`src/rtl/assert_macros.svh`:
```
// ---------------------------------------------------------------------------
// assert_macros.svh
// shared concurrent assertion macros, clocked and disabled during reset
// ---------------------------------------------------------------------------
`ifndef ASSERT_MACROS_SVH
`define ASSERT_MACROS_SVH

// property must hold at every clock edge out of reset
`define ASSERT_ALWAYS(lbl, clk, rst_n, expr) \
    lbl: assert property (@(posedge clk) disable iff (!(rst_n)) (expr)) \
        else $error("assertion failed");

// overlapping implication (|->); ASSERT_NEXT below gives the |=> form
`define ASSERT_IMPLIES(lbl, clk, rst_n, ante, cons) \
    lbl: assert property (@(posedge clk) disable iff (!(rst_n)) (ante) |-> (cons)) \
        else $error("assertion failed");

`define ASSERT_NEXT(lbl, clk, rst_n, ante, cons) \
    lbl: assert property (@(posedge clk) disable iff (!(rst_n)) (ante) |=> (cons)) \
        else $error("assertion failed");

`endif

```
`src/rtl/ddpt_pkg.sv`:
```
// ---------------------------------------------------------------------------
// ddpt_pkg
// shared widths, controller states and command/status types
// ---------------------------------------------------------------------------
package ddpt_pkg;

    localparam int EQUITY_BITS   = 48;
    localparam int FRACTION_BITS = 16;
    localparam int INDEX_BITS    = 24;

    localparam int STEP_CNT_BITS  = $clog2(FRACTION_BITS);
    localparam int IN_TDATA_BITS  = ((EQUITY_BITS + 7) / 8) * 8;
    localparam int OUT_FIELD_BITS = 3 * FRACTION_BITS + INDEX_BITS;
    localparam int OUT_TDATA_BITS = ((OUT_FIELD_BITS + 7) / 8) * 8;

    typedef enum logic [1:0] {
        ST_IDLE,
        ST_DIV,
        ST_WB
    } state_t;

    // controller to datapath
    typedef struct packed {
        logic load;    // capture sample, update peak, set up divider
        logic step;    // one restoring division step
        logic commit;  // update statistics and load output register
    } ddpt_cmd_t;

    // datapath to controller
    typedef struct packed {
        logic bypass;  // drawdown known without division
    } ddpt_status_t;

endpackage

```
`src/rtl/ddpt_ctrl.sv`:
```
// ---------------------------------------------------------------------------
// ddpt_ctrl
// sequencer: accept, divide one quotient bit per cycle unless bypassed, write back result
// ---------------------------------------------------------------------------
module ddpt_ctrl
    import ddpt_pkg::*;
(
    input  logic         aclk,
    input  logic         aresetn,
    input  logic         s_tvalid,
    output logic         s_tready,
    output logic         m_tvalid,
    input  logic         m_tready,
    input  ddpt_status_t status,
    output ddpt_cmd_t    cmd
);

    state_t                   state_reg, state_next;
    logic [STEP_CNT_BITS-1:0] cnt_reg, cnt_next;
    logic                     m_valid_reg, m_valid_next;

    always_ff @(posedge aclk) begin
        if (!aresetn) begin
            state_reg   <= ST_IDLE;
            cnt_reg     <= '0;
            m_valid_reg <= 1'b0;
        end else begin
            state_reg   <= state_next;
            cnt_reg     <= cnt_next;
            m_valid_reg <= m_valid_next;
        end
    end

    always_comb begin
        state_next   = state_reg;
        cnt_next     = cnt_reg;
        m_valid_next = m_valid_reg;
        cmd          = '0;
        s_tready     = 1'b0;

        if (m_tready) begin
            m_valid_next = 1'b0;
        end

        unique case (state_reg)
            ST_IDLE: begin
                s_tready = 1'b1;
                if (s_tvalid) begin
                    cmd.load   = 1'b1;
                    cnt_next   = '0;
                    state_next = ST_DIV;
                end
            end
            ST_DIV: begin
                if (status.bypass) begin
                    state_next = ST_WB;
                end else begin
                    cmd.step = 1'b1;
                    cnt_next = cnt_reg + 1'b1;
                    if (cnt_reg == STEP_CNT_BITS'(FRACTION_BITS - 1)) begin
                        state_next = ST_WB;
                    end
                end
            end
            ST_WB: begin
                if (!m_valid_reg || m_tready) begin
                    cmd.commit   = 1'b1;
                    m_valid_next = 1'b1;
                    state_next   = ST_IDLE;
                end
            end
            default: begin
                state_next = ST_IDLE;
            end
        endcase
    end

    assign m_tvalid = m_valid_reg;

endmodule

```
`src/rtl/ddpt_datapath.sv`:
```
// ---------------------------------------------------------------------------
// ddpt_datapath
// peak tracking, restoring divider, period statistics and result register
// ---------------------------------------------------------------------------
module ddpt_datapath
    import ddpt_pkg::*;
(
    input  logic                     aclk,
    input  logic                     aresetn,
    input  ddpt_cmd_t                cmd,
    output ddpt_status_t             status,
    input  logic [EQUITY_BITS-1:0]   equity_value,
    input  logic                     series_last,
    output logic [FRACTION_BITS-1:0] drawdown,
    output logic                     period_closed,
    output logic [INDEX_BITS-1:0]    period_length,
    output logic [FRACTION_BITS-1:0] period_peak,
    output logic [FRACTION_BITS-1:0] max_drawdown,
    output logic                     series_end
);

    // series state
    logic [EQUITY_BITS-1:0]   peak_reg;
    logic [INDEX_BITS-1:0]    index_reg;
    logic [INDEX_BITS-1:0]    start_reg;
    logic [FRACTION_BITS-1:0] period_deep_reg;
    logic [FRACTION_BITS-1:0] series_deep_reg;

    // per-sample working registers
    logic                     at_peak_reg;
    logic                     full_loss_reg;
    logic                     last_reg;
    logic [EQUITY_BITS-1:0]   rem_reg;
    logic [FRACTION_BITS-1:0] quot_reg;

    // result register
    logic [FRACTION_BITS-1:0] dd_out_reg;
    logic                     closed_out_reg;
    logic [INDEX_BITS-1:0]    len_out_reg;
    logic [FRACTION_BITS-1:0] ppeak_out_reg;
    logic [FRACTION_BITS-1:0] max_out_reg;
    logic                     end_out_reg;

    logic [EQUITY_BITS:0]     rem_shift;
    logic [EQUITY_BITS:0]     rem_diff;
    logic                     rem_ge;
    logic                     load_at_peak;
    logic [FRACTION_BITS-1:0] dd_val;
    logic [FRACTION_BITS-1:0] series_new;
    logic [FRACTION_BITS-1:0] period_new;
    logic [INDEX_BITS-1:0]    span;
    logic                     boundary;
    logic                     closed;

    assign load_at_peak = (equity_value >= peak_reg);

    // restoring step: remainder stays below the peak
    assign rem_shift = {rem_reg, 1'b0};
    assign rem_diff  = rem_shift - {1'b0, peak_reg};
    assign rem_ge    = (rem_shift >= {1'b0, peak_reg});

    assign dd_val     = at_peak_reg   ? '0 :
                        full_loss_reg ? '1 : quot_reg;
    assign series_new = (dd_val > series_deep_reg) ? dd_val : series_deep_reg;
    assign period_new = (dd_val > period_deep_reg) ? dd_val : period_deep_reg;
    assign span       = index_reg - start_reg;
    assign boundary   = at_peak_reg || last_reg;
    assign closed     = boundary && (span > INDEX_BITS'(1));

    assign status.bypass = at_peak_reg || full_loss_reg;

    always_ff @(posedge aclk) begin
        if (!aresetn) begin
            peak_reg        <= '0;
            index_reg       <= '0;
            start_reg       <= '0;
            period_deep_reg <= '0;
            series_deep_reg <= '0;
        end else if (cmd.load) begin
            if (load_at_peak) begin
                peak_reg <= equity_value;
            end
        end else if (cmd.commit) begin
            if (last_reg) begin
                peak_reg        <= '0;
                index_reg       <= '0;
                start_reg       <= '0;
                period_deep_reg <= '0;
                series_deep_reg <= '0;
            end else begin
                index_reg       <= index_reg + 1'b1;
                series_deep_reg <= series_new;
                if (boundary) begin
                    start_reg       <= index_reg;
                    period_deep_reg <= '0;
                end else begin
                    period_deep_reg <= period_new;
                end
            end
        end
    end

    always_ff @(posedge aclk) begin
        if (cmd.load) begin
            at_peak_reg   <= load_at_peak;
            full_loss_reg <= (equity_value == '0) && (peak_reg != '0);
            last_reg      <= series_last;
            rem_reg       <= peak_reg - equity_value;
            quot_reg      <= '0;
        end else if (cmd.step) begin
            quot_reg <= {quot_reg[FRACTION_BITS-2:0], rem_ge};
            if (rem_ge) begin
                rem_reg <= rem_diff[EQUITY_BITS-1:0];
            end else begin
                rem_reg <= rem_shift[EQUITY_BITS-1:0];
            end
        end
    end

    always_ff @(posedge aclk) begin
        if (cmd.commit) begin
            dd_out_reg     <= dd_val;
            closed_out_reg <= closed;
            len_out_reg    <= closed ? span : '0;
            ppeak_out_reg  <= closed ? period_new : '0;
            max_out_reg    <= series_new;
            end_out_reg    <= last_reg;
        end
    end

    assign drawdown      = dd_out_reg;
    assign period_closed = closed_out_reg;
    assign period_length = len_out_reg;
    assign period_peak   = ppeak_out_reg;
    assign max_drawdown  = max_out_reg;
    assign series_end    = end_out_reg;

endmodule

```
`src/rtl/drawdown_period_tracker.sv`:
```
// ---------------------------------------------------------------------------
// drawdown_period_tracker
// streaming maximum-drawdown and drawdown-period tracker
// ---------------------------------------------------------------------------
// One unsigned equity sample goes in per transfer, with tlast marking the
// last sample of a series; exactly one result transfer comes out per sample.
// The block keeps the running peak and reports the drawdown (peak-equity)/peak
// as a floored Q0.16 fraction (a total loss reads 0xffff, a zero peak reads 0).
// A sample equal to the peak, or the last sample, closes the open period; a
// period longer than one sample is reported with its length and deepest
// drawdown. All state clears after the last sample. A sample below the peak is
// accepted, passed through the restoring divider, which produces one quotient
// bit per cycle, and written back; a sample at or above the peak, or a zero
// sample below a nonzero peak, skips the divider. The result sits in an output
// register, so the next sample is taken and divided while the previous result
// waits for m_tready.
// ---------------------------------------------------------------------------
`include "assert_macros.svh"

module drawdown_period_tracker
    import ddpt_pkg::*;
(
    input  logic                      aclk,
    input  logic                      aresetn,
    // input channel
    input  logic                      s_tvalid,
    output logic                      s_tready,
    input  logic [IN_TDATA_BITS-1:0]  s_tdata,   // equity_value
    input  logic                      s_tlast,   // series_last
    // result channel
    output logic                      m_tvalid,
    input  logic                      m_tready,
    output logic [OUT_TDATA_BITS-1:0] m_tdata,   // drawdown, period_length,
                                                 // period_peak, max_drawdown
    output logic                      m_tuser,   // period_closed
    output logic                      m_tlast    // series_end
);

    ddpt_cmd_t                cmd;
    ddpt_status_t             status;
    logic [FRACTION_BITS-1:0] drawdown;
    logic                     period_closed;
    logic [INDEX_BITS-1:0]    period_length;
    logic [FRACTION_BITS-1:0] period_peak;
    logic [FRACTION_BITS-1:0] max_drawdown;
    logic                     series_end;

    // sequencer: handshakes and divider step count
    ddpt_ctrl u_ctrl (
        .aclk     (aclk),
        .aresetn  (aresetn),
        .s_tvalid (s_tvalid),
        .s_tready (s_tready),
        .m_tvalid (m_tvalid),
        .m_tready (m_tready),
        .status   (status),
        .cmd      (cmd)
    );

    // peak, divider, period statistics and result register
    ddpt_datapath u_datapath (
        .aclk          (aclk),
        .aresetn       (aresetn),
        .cmd           (cmd),
        .status        (status),
        .equity_value  (s_tdata[EQUITY_BITS-1:0]),
        .series_last   (s_tlast),
        .drawdown      (drawdown),
        .period_closed (period_closed),
        .period_length (period_length),
        .period_peak   (period_peak),
        .max_drawdown  (max_drawdown),
        .series_end    (series_end)
    );

    // pack result fields lowest first, zero padded to whole bytes
    assign m_tdata = OUT_TDATA_BITS'({max_drawdown, period_peak, period_length, drawdown});
    assign m_tuser = period_closed;
    assign m_tlast = series_end;

    // a sample is never taken in the cycle a result is written back
    `ASSERT_ALWAYS(a_load_commit_excl, aclk, aresetn, !(cmd.load && cmd.commit))
    // write back only into a free or draining output register
    `ASSERT_IMPLIES(a_commit_slot_free, aclk, aresetn, cmd.commit, !m_tvalid || m_tready)
    // a written result is offered in the next cycle
    `ASSERT_NEXT(a_commit_shows, aclk, aresetn, cmd.commit, m_tvalid)
    // after a sample is taken the input side is busy
    `ASSERT_NEXT(a_busy_after_accept, aclk, aresetn, s_tvalid && s_tready, !s_tready)

endmodule

```
`config.mk`:
```
export PLATFORM = sky130hd
export DESIGN_NAME = drawdown_period_tracker
export DESIGN_NICKNAME = d
export VERILOG_FILES = /design/src/rtl/ddpt_pkg.sv /design/src/rtl/ddpt_ctrl.sv /design/src/rtl/ddpt_datapath.sv /design/src/rtl/drawdown_period_tracker.sv
export VERILOG_INCLUDE_DIRS = /design/src /design/src/rtl
export SDC_FILE = /design/constraint.sdc
export NUM_CORES = 1
export LEC_CHECK = 0
export BUFFER_PORTS_ARGS = -buffer_cell sky130_fd_sc_hd__buf_2
export CELL_PAD_IN_SITES_DETAIL_PLACEMENT = 0
export CELL_PAD_IN_SITES_GLOBAL_PLACEMENT = 1
export CORE_ASPECT_RATIO = 0.8
export CORE_MARGIN = 10
export CORE_UTILIZATION = 51
export DETAILED_ROUTE_END_ITERATION = 6
export PLACE_DENSITY = 0.85
export SYNTH_ARGS = -nofsm -noshare
export SYNTH_HDL_FRONTEND = slang
export SYNTH_HIERARCHICAL = 1
export SYNTH_SLANG_ARGS = --single-unit
```
`constraint.sdc`:
```
create_clock -name aclk -period 9.25 [get_ports aclk]
set_clock_uncertainty 0.2 [all_clocks]
set_input_delay 0.925 -clock aclk [delete_from_list [all_inputs] [get_ports aclk]]
set_output_delay 0.925 -clock aclk [all_outputs]
set_load 0.005 [all_outputs]
```
* After elaboration in Yosys (flattened, before gate mapping)
Index checks and enable logic that the tools add are counted.
** Cells by class
- $add $sub $neg :: 5
- Order comparisons :: 5
- Reductions and logical operators :: 19
- Equality and inequality tests :: 8
- Bitwise logic cells :: 1
- Muxes and demuxes :: 35
** Operator list (count)
- $mux W48 :: 7
- $mux W16 :: 7
- $sub A48 B48 Y48 :: 2
- $mux W24 :: 3
- $ge A49 B48 Y1 :: 1
- $ge A48 B48 Y1 :: 1
- $logic_not A48 Y1 :: 1
- $reduce_bool A48 Y1 :: 1
- $gt A16 B16 Y1 :: 2
- $add A24 B1 Y24 const B :: 1
- $gt A24 B1 Y1 const B :: 1
- $sub A24 B24 Y24 :: 1
- $reduce_and A3 Y1 :: 4
- $mux W1 :: 10
- $reduce_bool A2 Y1 :: 5
- $mux W2 :: 4
- $mux W4 :: 2
- $pmux W4 S2 :: 1
- $pmux W2 S3 :: 1
- $add A4 B1 Y4 const B :: 1
- $eq A4 B4 Y1 const B :: 1
- $ne A2 B1 Y1 const B :: 2
- $ne A2 B2 Y1 const B :: 2
- $logic_or A1 B1 Y1 :: 3
- 8 further kinds :: 9
** Word-level totals
- Logic and storage cells :: 92
- Output and inout bits :: 76
- Register bits :: 276

* Depth between registers and ports, before layout
- Depth in word-level cells :: 6
- Gate-level depth with buffers :: 17

* By module
The synthesis kept the hierarchy.
** By module, submodules not included
- ddpt_datapath :: cells each 2175, sequential area each 6636.4 um^2, times used 1, area each 18687.9 um^2
- ddpt_ctrl :: cells each 43, sequential area each 140.1 um^2, times used 1, area each 384.1 um^2

* Least setup slack after synthesis
Ideal clock, no wire load.
- Path kind :: input to register
- Start :: in m_tready
- End :: reg u_datapath.index_reg[23]
- Path slack :: 2.693 ns
- Data required time :: 8.922 ns
- Data arrival time :: 6.229 ns
- Setup time :: 0.128 ns
- Cell stages on the path :: 11
- Cells stage by stage :: nand2b_1 -> nor2b_1 -> nor2b_1 -> clkbuf_1 -> nand4_1 -> nor2_1 -> and3_1 -> nand3_1 -> or2_2 -> xor2_1 -> nor2_1
** RTL lines
- start, declared :: line drawdown_period_tracker.sv:32 : input logic m_tready,
- end signal, assigned :: line ddpt_datapath.sv:91 : index_reg <= index_reg + 1'b1;
- end, declared :: line ddpt_datapath.sv:24 : logic [INDEX_BITS-1:0] index_reg;

* Final worst setup path
- Start :: reg u_datapath.peak_reg[1]
- End :: reg u_datapath.rem_reg[15], data pin
** Between the ends
- Cells in the longest elaborated chain, start to end :: 4
- Elaborated cells between the ends (all ways) :: 6
** Ends and longest elaborated chain
- start, declared :: line ddpt_datapath.sv:23 : logic [EQUITY_BITS-1:0] peak_reg;
- start signal, assigned :: line ddpt_datapath.sv:81 : peak_reg <= equity_value;
- $sub A48 B48 Y48 or $ge A49 B48 Y1 (tied branches) :: line ddpt_datapath.sv:59, ddpt_datapath.sv:60
- $mux W48 :: line ddpt_datapath.sv:112 : if (rem_ge) begin
- $mux W48 :: line ddpt_datapath.sv:110 : end else if (cmd.step) begin
- $mux W48 (*) :: line ddpt_datapath.sv:104 : if (cmd.load) begin
- end signal, assigned :: line ddpt_datapath.sv:108 : rem_reg <= peak_reg - equity_value;
- end signal, assigned :: line ddpt_datapath.sv:113 : rem_reg <= rem_diff[EQUITY_BITS-1:0];
- end signal, assigned :: line ddpt_datapath.sv:115 : rem_reg <= rem_shift[EQUITY_BITS-1:0];
- end, declared :: line ddpt_datapath.sv:33 : logic [EQUITY_BITS-1:0] rem_reg;
Every way passes the cells marked *; elsewhere a longest branch is shown, timed or not. The select of a mux whose other input is x is not followed.
A chain may end at the register's enable or synchronous reset.

==> impl_metrics.py <==
metrics = {
    "run_status": {
        "status": "complete, no violations",
    },
    "synthesis": {
        "ys.flop_type": "dfxtp_1",
        "async_reset_ff_share_pct": 0,
        "syn_area_um2": 19070,
        "yosysSeqAreaShare_pct": 35.53,
        "synth_area_per_cell_um2": 8.599,
        "synth_edf_count": 125,
        "synth_top_area_share_pct": 19.68,
        "synth-seq-cells": 276,
        "ys_top_cells_by_area": "edfxtp_1 (20%), dfxtp_1 (16%), ha_1 (10%)",
        "syn-num-nets": 2427,
        "yosysWarnings": 6,
        "synth.distinct_cells": 82,
        "synth_top_cell_by_area": "edfxtp_1",
        "synthCells": 2218,
    },
    "pwr": {
        "p_clk_share_pct": 28.3,
        "swShare_pct": 36.88,
        "p_switching_mw": 1.610,
        "power_leakage_nw": 8.548,
        "power_per_cell_area_nw_per_um2": 208.1,
        "p_int_mw": 2.755,
        "p_seq_share_pct": 34.4,
        "combPwrFrac_pct": 37.4,
        "peakVddDrop_mv": 0.1603,
    },
    "routing": {
        "vias_per_cell": 6.076,
        "drt_iter0_markers": 1809,
        "dr.pass1.iters": 5,
        "num_vias": 16945,
        "drc": 0,
        "wl_mm": 58.85,
        "ant_nets": 0,
        "wl_per_cell_um": 21.10,
    },
    "floorplan": {
        "start_util_pct": 51.59,
        "die_area_um2": 45580,
        "die_h_um": 193.0,
        "die_w_um": 236.2,
        "io_pins": 129,
        "core-area_um2": 36970,
        "row_count": 63,
    },
    "layout": {
        "fin_area_um2": 20970,
        "n_fill_cell": 3419,
        "nets": 2488,
        "drive_above_1_share_pct": 10.38,
        "seq_area_um2": 6777,
        "area_growth_pct": 9.952,
        "num_antenna_cells": 0,
        "multi_input_area_um2": 11140,
        "post-route-util_pct": 56.72,
    },
    "timing": {
        "fmax_mhz": 208.4,
        "setup_viol_count_final": 0,
        "rsz0062_at_grt": "false",
        "worstMarginPinSlew_ns": 1.302,
        "post-route-min-period_ns": 4.799,
        "maxSlewHeadroom_pct": 12.63,
        "holdWs_ns": 0.2746,
        "fin_setup_tns_ns": 0,
        "slew_viol_final": 0,
        "worst_slack_ns": 4.451,
        "period_share_pct": 51.88,
        "hold_violations": 0,
    },
    "grt": {
        "grt_max_degree": 62,
        "grt-ovfl-total": 0,
        "grt.busiest_layer": "met1",
        "grt_first_pass_wirelength_mm": 91.36,
        "grtUsageMet3_pct": 7.618,
        "grt_pass1_vias": 15942,
        "grtUsageMet1_pct": 36.64,
        "grt_use_met2_pct": 35.33,
        "antenna_found_initial": 1,
        "grtUsageTotal_pct": 24.94,
    },
    "worst_setup_path": {
        "critPathCapture": "u_datapath/rem_reg[15]",
        "crit_required_ns": 9.34,
        "start_kind": "flip-flop",
        "arrival_ns": 4.89,
        "rr_startpoint": "u_datapath/peak_reg[1]",
        "critical_path.startpoint": "u_datapath/peak_reg[1]",
        "r2r_slack_ns": 4.45,
        "rr_endpoint": "u_datapath/rem_reg[15]",
        "worstRegToRegCells": 13,
        "timing_worst_setup_path_type": "reg -> reg",
        "crit_fanout": 31,
        "critPathCaptureType": "flip-flop",
    },
    "worst_hold_path": {
        "min_delay_path_depth": 1,
        "hp-class": "reg -> reg",
    },
    "clock_network": {
        "clk_path_buf_depth": 3,
        "clk_latency_ns": 0.58,
        "htree_levels": 1,
        "cts_made_buffers": 30,
        "cts.sinks": 276,
        "cts_hold_buf": 0,
        "cts.reportedPaths.clkPinSlew_ns": 0.07,
        "cts_tree": "built",
        "ctsResizeCount": 0,
        "cts_setup_buffers": 0,
        "cts_root_buf": "clkbuf_16",
    },
    "place": {
        "place_ws_ns": 4.386,
        "dpl-instance-area_um2": 19980,
        "port_buffers": 128,
        "place_congestion": 0.9899,
        "dp_hpwl_mm": 45.11,
    },
    "run": {
        "maxCapViolCount": 0,
    },
}
==> synthesized netlist by cell type, types with 6 or more instances <==
master,instances
nor2b_1,40
a21boi_0,6
o21ai_0,126
ha_1,153
a31oi_1,18
clkbuf_1,78
a21oi_1,190
o21bai_1,27
a22oi_1,28
o31ai_1,6
and2_1,14
nor3b_1,6
a22o_1,81
xnor2_1,62
nand4_1,56
nor3_1,22
o21a_1,23
nand3b_1,6
o211ai_1,19
nand2_1,147
and3_1,19
mux2_2,9
edfxtp_1,125
or2_2,14
nand3_1,36
xor2_1,54
inv_1,191
nor2_1,195
nand2b_1,21
nor4_1,34
or3_1,12
nor2_2,10
mux2i_1,39
a211oi_1,16
a21o_1,71
dfxtp_1,151
buf_2,17
==> layout by cell type, fill, tap and decap left out, types with 19 or more instances in the layout <==
cell type,synthesis,final
o21bai_1,27,27
nand3_1,36,36
edfxtp_1,125,125
nor2b_1,40,39
ha_1,153,153
buf_2,17,128
clkbuf_16,0,32
nor2_1,195,195
nand2_1,147,147
inv_1,191,191
a22oi_1,28,28
a22o_1,81,81
o21ai_0,126,126
xnor2_1,62,62
nand2b_1,21,21
nor3_1,22,21
nor4_1,34,34
o21a_1,23,23
and3_1,19,19
xor2_1,54,54
a21o_1,71,71
o211ai_1,19,19
a21oi_1,190,188
dfxtp_1,151,151
nand4_1,56,56
mux2i_1,39,39
==> metrics by stage <==
step                      cells  power (mW)
after detailed placement   2734       3.090
after global routing       2789       4.596
after CTS                  2789       4.333
final                      2789       4.365
after floorplan            2218       2.663
after global placement     2734       3.069
==> worst min path at each step <==
stage | start | endpoint | slack (ns)
floorplan | u_datapath/period_deep_reg[15] | u_datapath/period_deep_reg[15] | 0.24
CTS | u_datapath/period_deep_reg[4] | u_datapath/period_deep_reg[4] | 0.28
finish | u_datapath/period_deep_reg[4] | u_datapath/period_deep_reg[4] | 0.27
global route | u_datapath/period_deep_reg[9] | u_datapath/period_deep_reg[9] | 0.29
detailed placement | u_datapath/series_deep_reg[11] | u_datapath/series_deep_reg[11] | 0.26
global placement | u_datapath/period_deep_reg[2] | u_datapath/period_deep_reg[2] | 0.26
==> layer usage <==
layer | part of all wire, % | up-vias
met5 | 0 | -
met2 | 40 | 565
li1 | - | 8139
met3 | 9.9 | 66
met1 | 49 | 8175
met4 | 1.9 | 0
==> cell type report <==
| cell class | instances | area share [%] |
|---|---|---|
| multi-input combinational | 1638 | 53.11 |
| inverter | 194 | 3.479 |
| tap | 487 | 2.906 |
| clock buffer | 40 | 4.010 |
| timing repair buffer | 139 | 3.449 |
| clock inverter | 15 | 0.7279 |
| sequential | 276 | 32.32 |
==> power groups by stage <==
stage          logic [mW]  registers, mW  clock network [mW]
2_1_floorplan        1.18           1.48                   0
3_5_place_dp         1.57           1.52                   0
4_1_cts              1.58           1.49                1.26
3_3_place_gp         1.55           1.52                   0
5_1_grt              1.79           1.51                1.30
6_report             1.63           1.50                1.23
==> kinds of logic (layout without fill, tap and decap cells) <==
group           count (synthesis)  in the layout  share of synthesized area [%]
compound gates                669            669                          23.10
xor+xnor                      116            116                          5.327
flops                         276            276                          35.53
simple gates                  649            649                          16.79
fa+ha+maj                     156            156                          10.35
buf+inv                       304            388                          6.324
mux                            48             48                          2.578
==> worst max-delay path: stages, from the launching register on <==
cell	delay, ns
dfxtp_1	0.52
inv_1	0.21
ha_1	0.38
nor2b_1	0.26
o21bai_1	0.12
a31oi_1	0.23
o21bai_1	0.15
a211oi_1	0.51
o211ai_1	0.35
a31oi_4	0.55
buf_4	0.45
mux2_2	0.38
nor2_1	0.13
a21oi_1	0.06
Power figures use the tool's default switching activity.
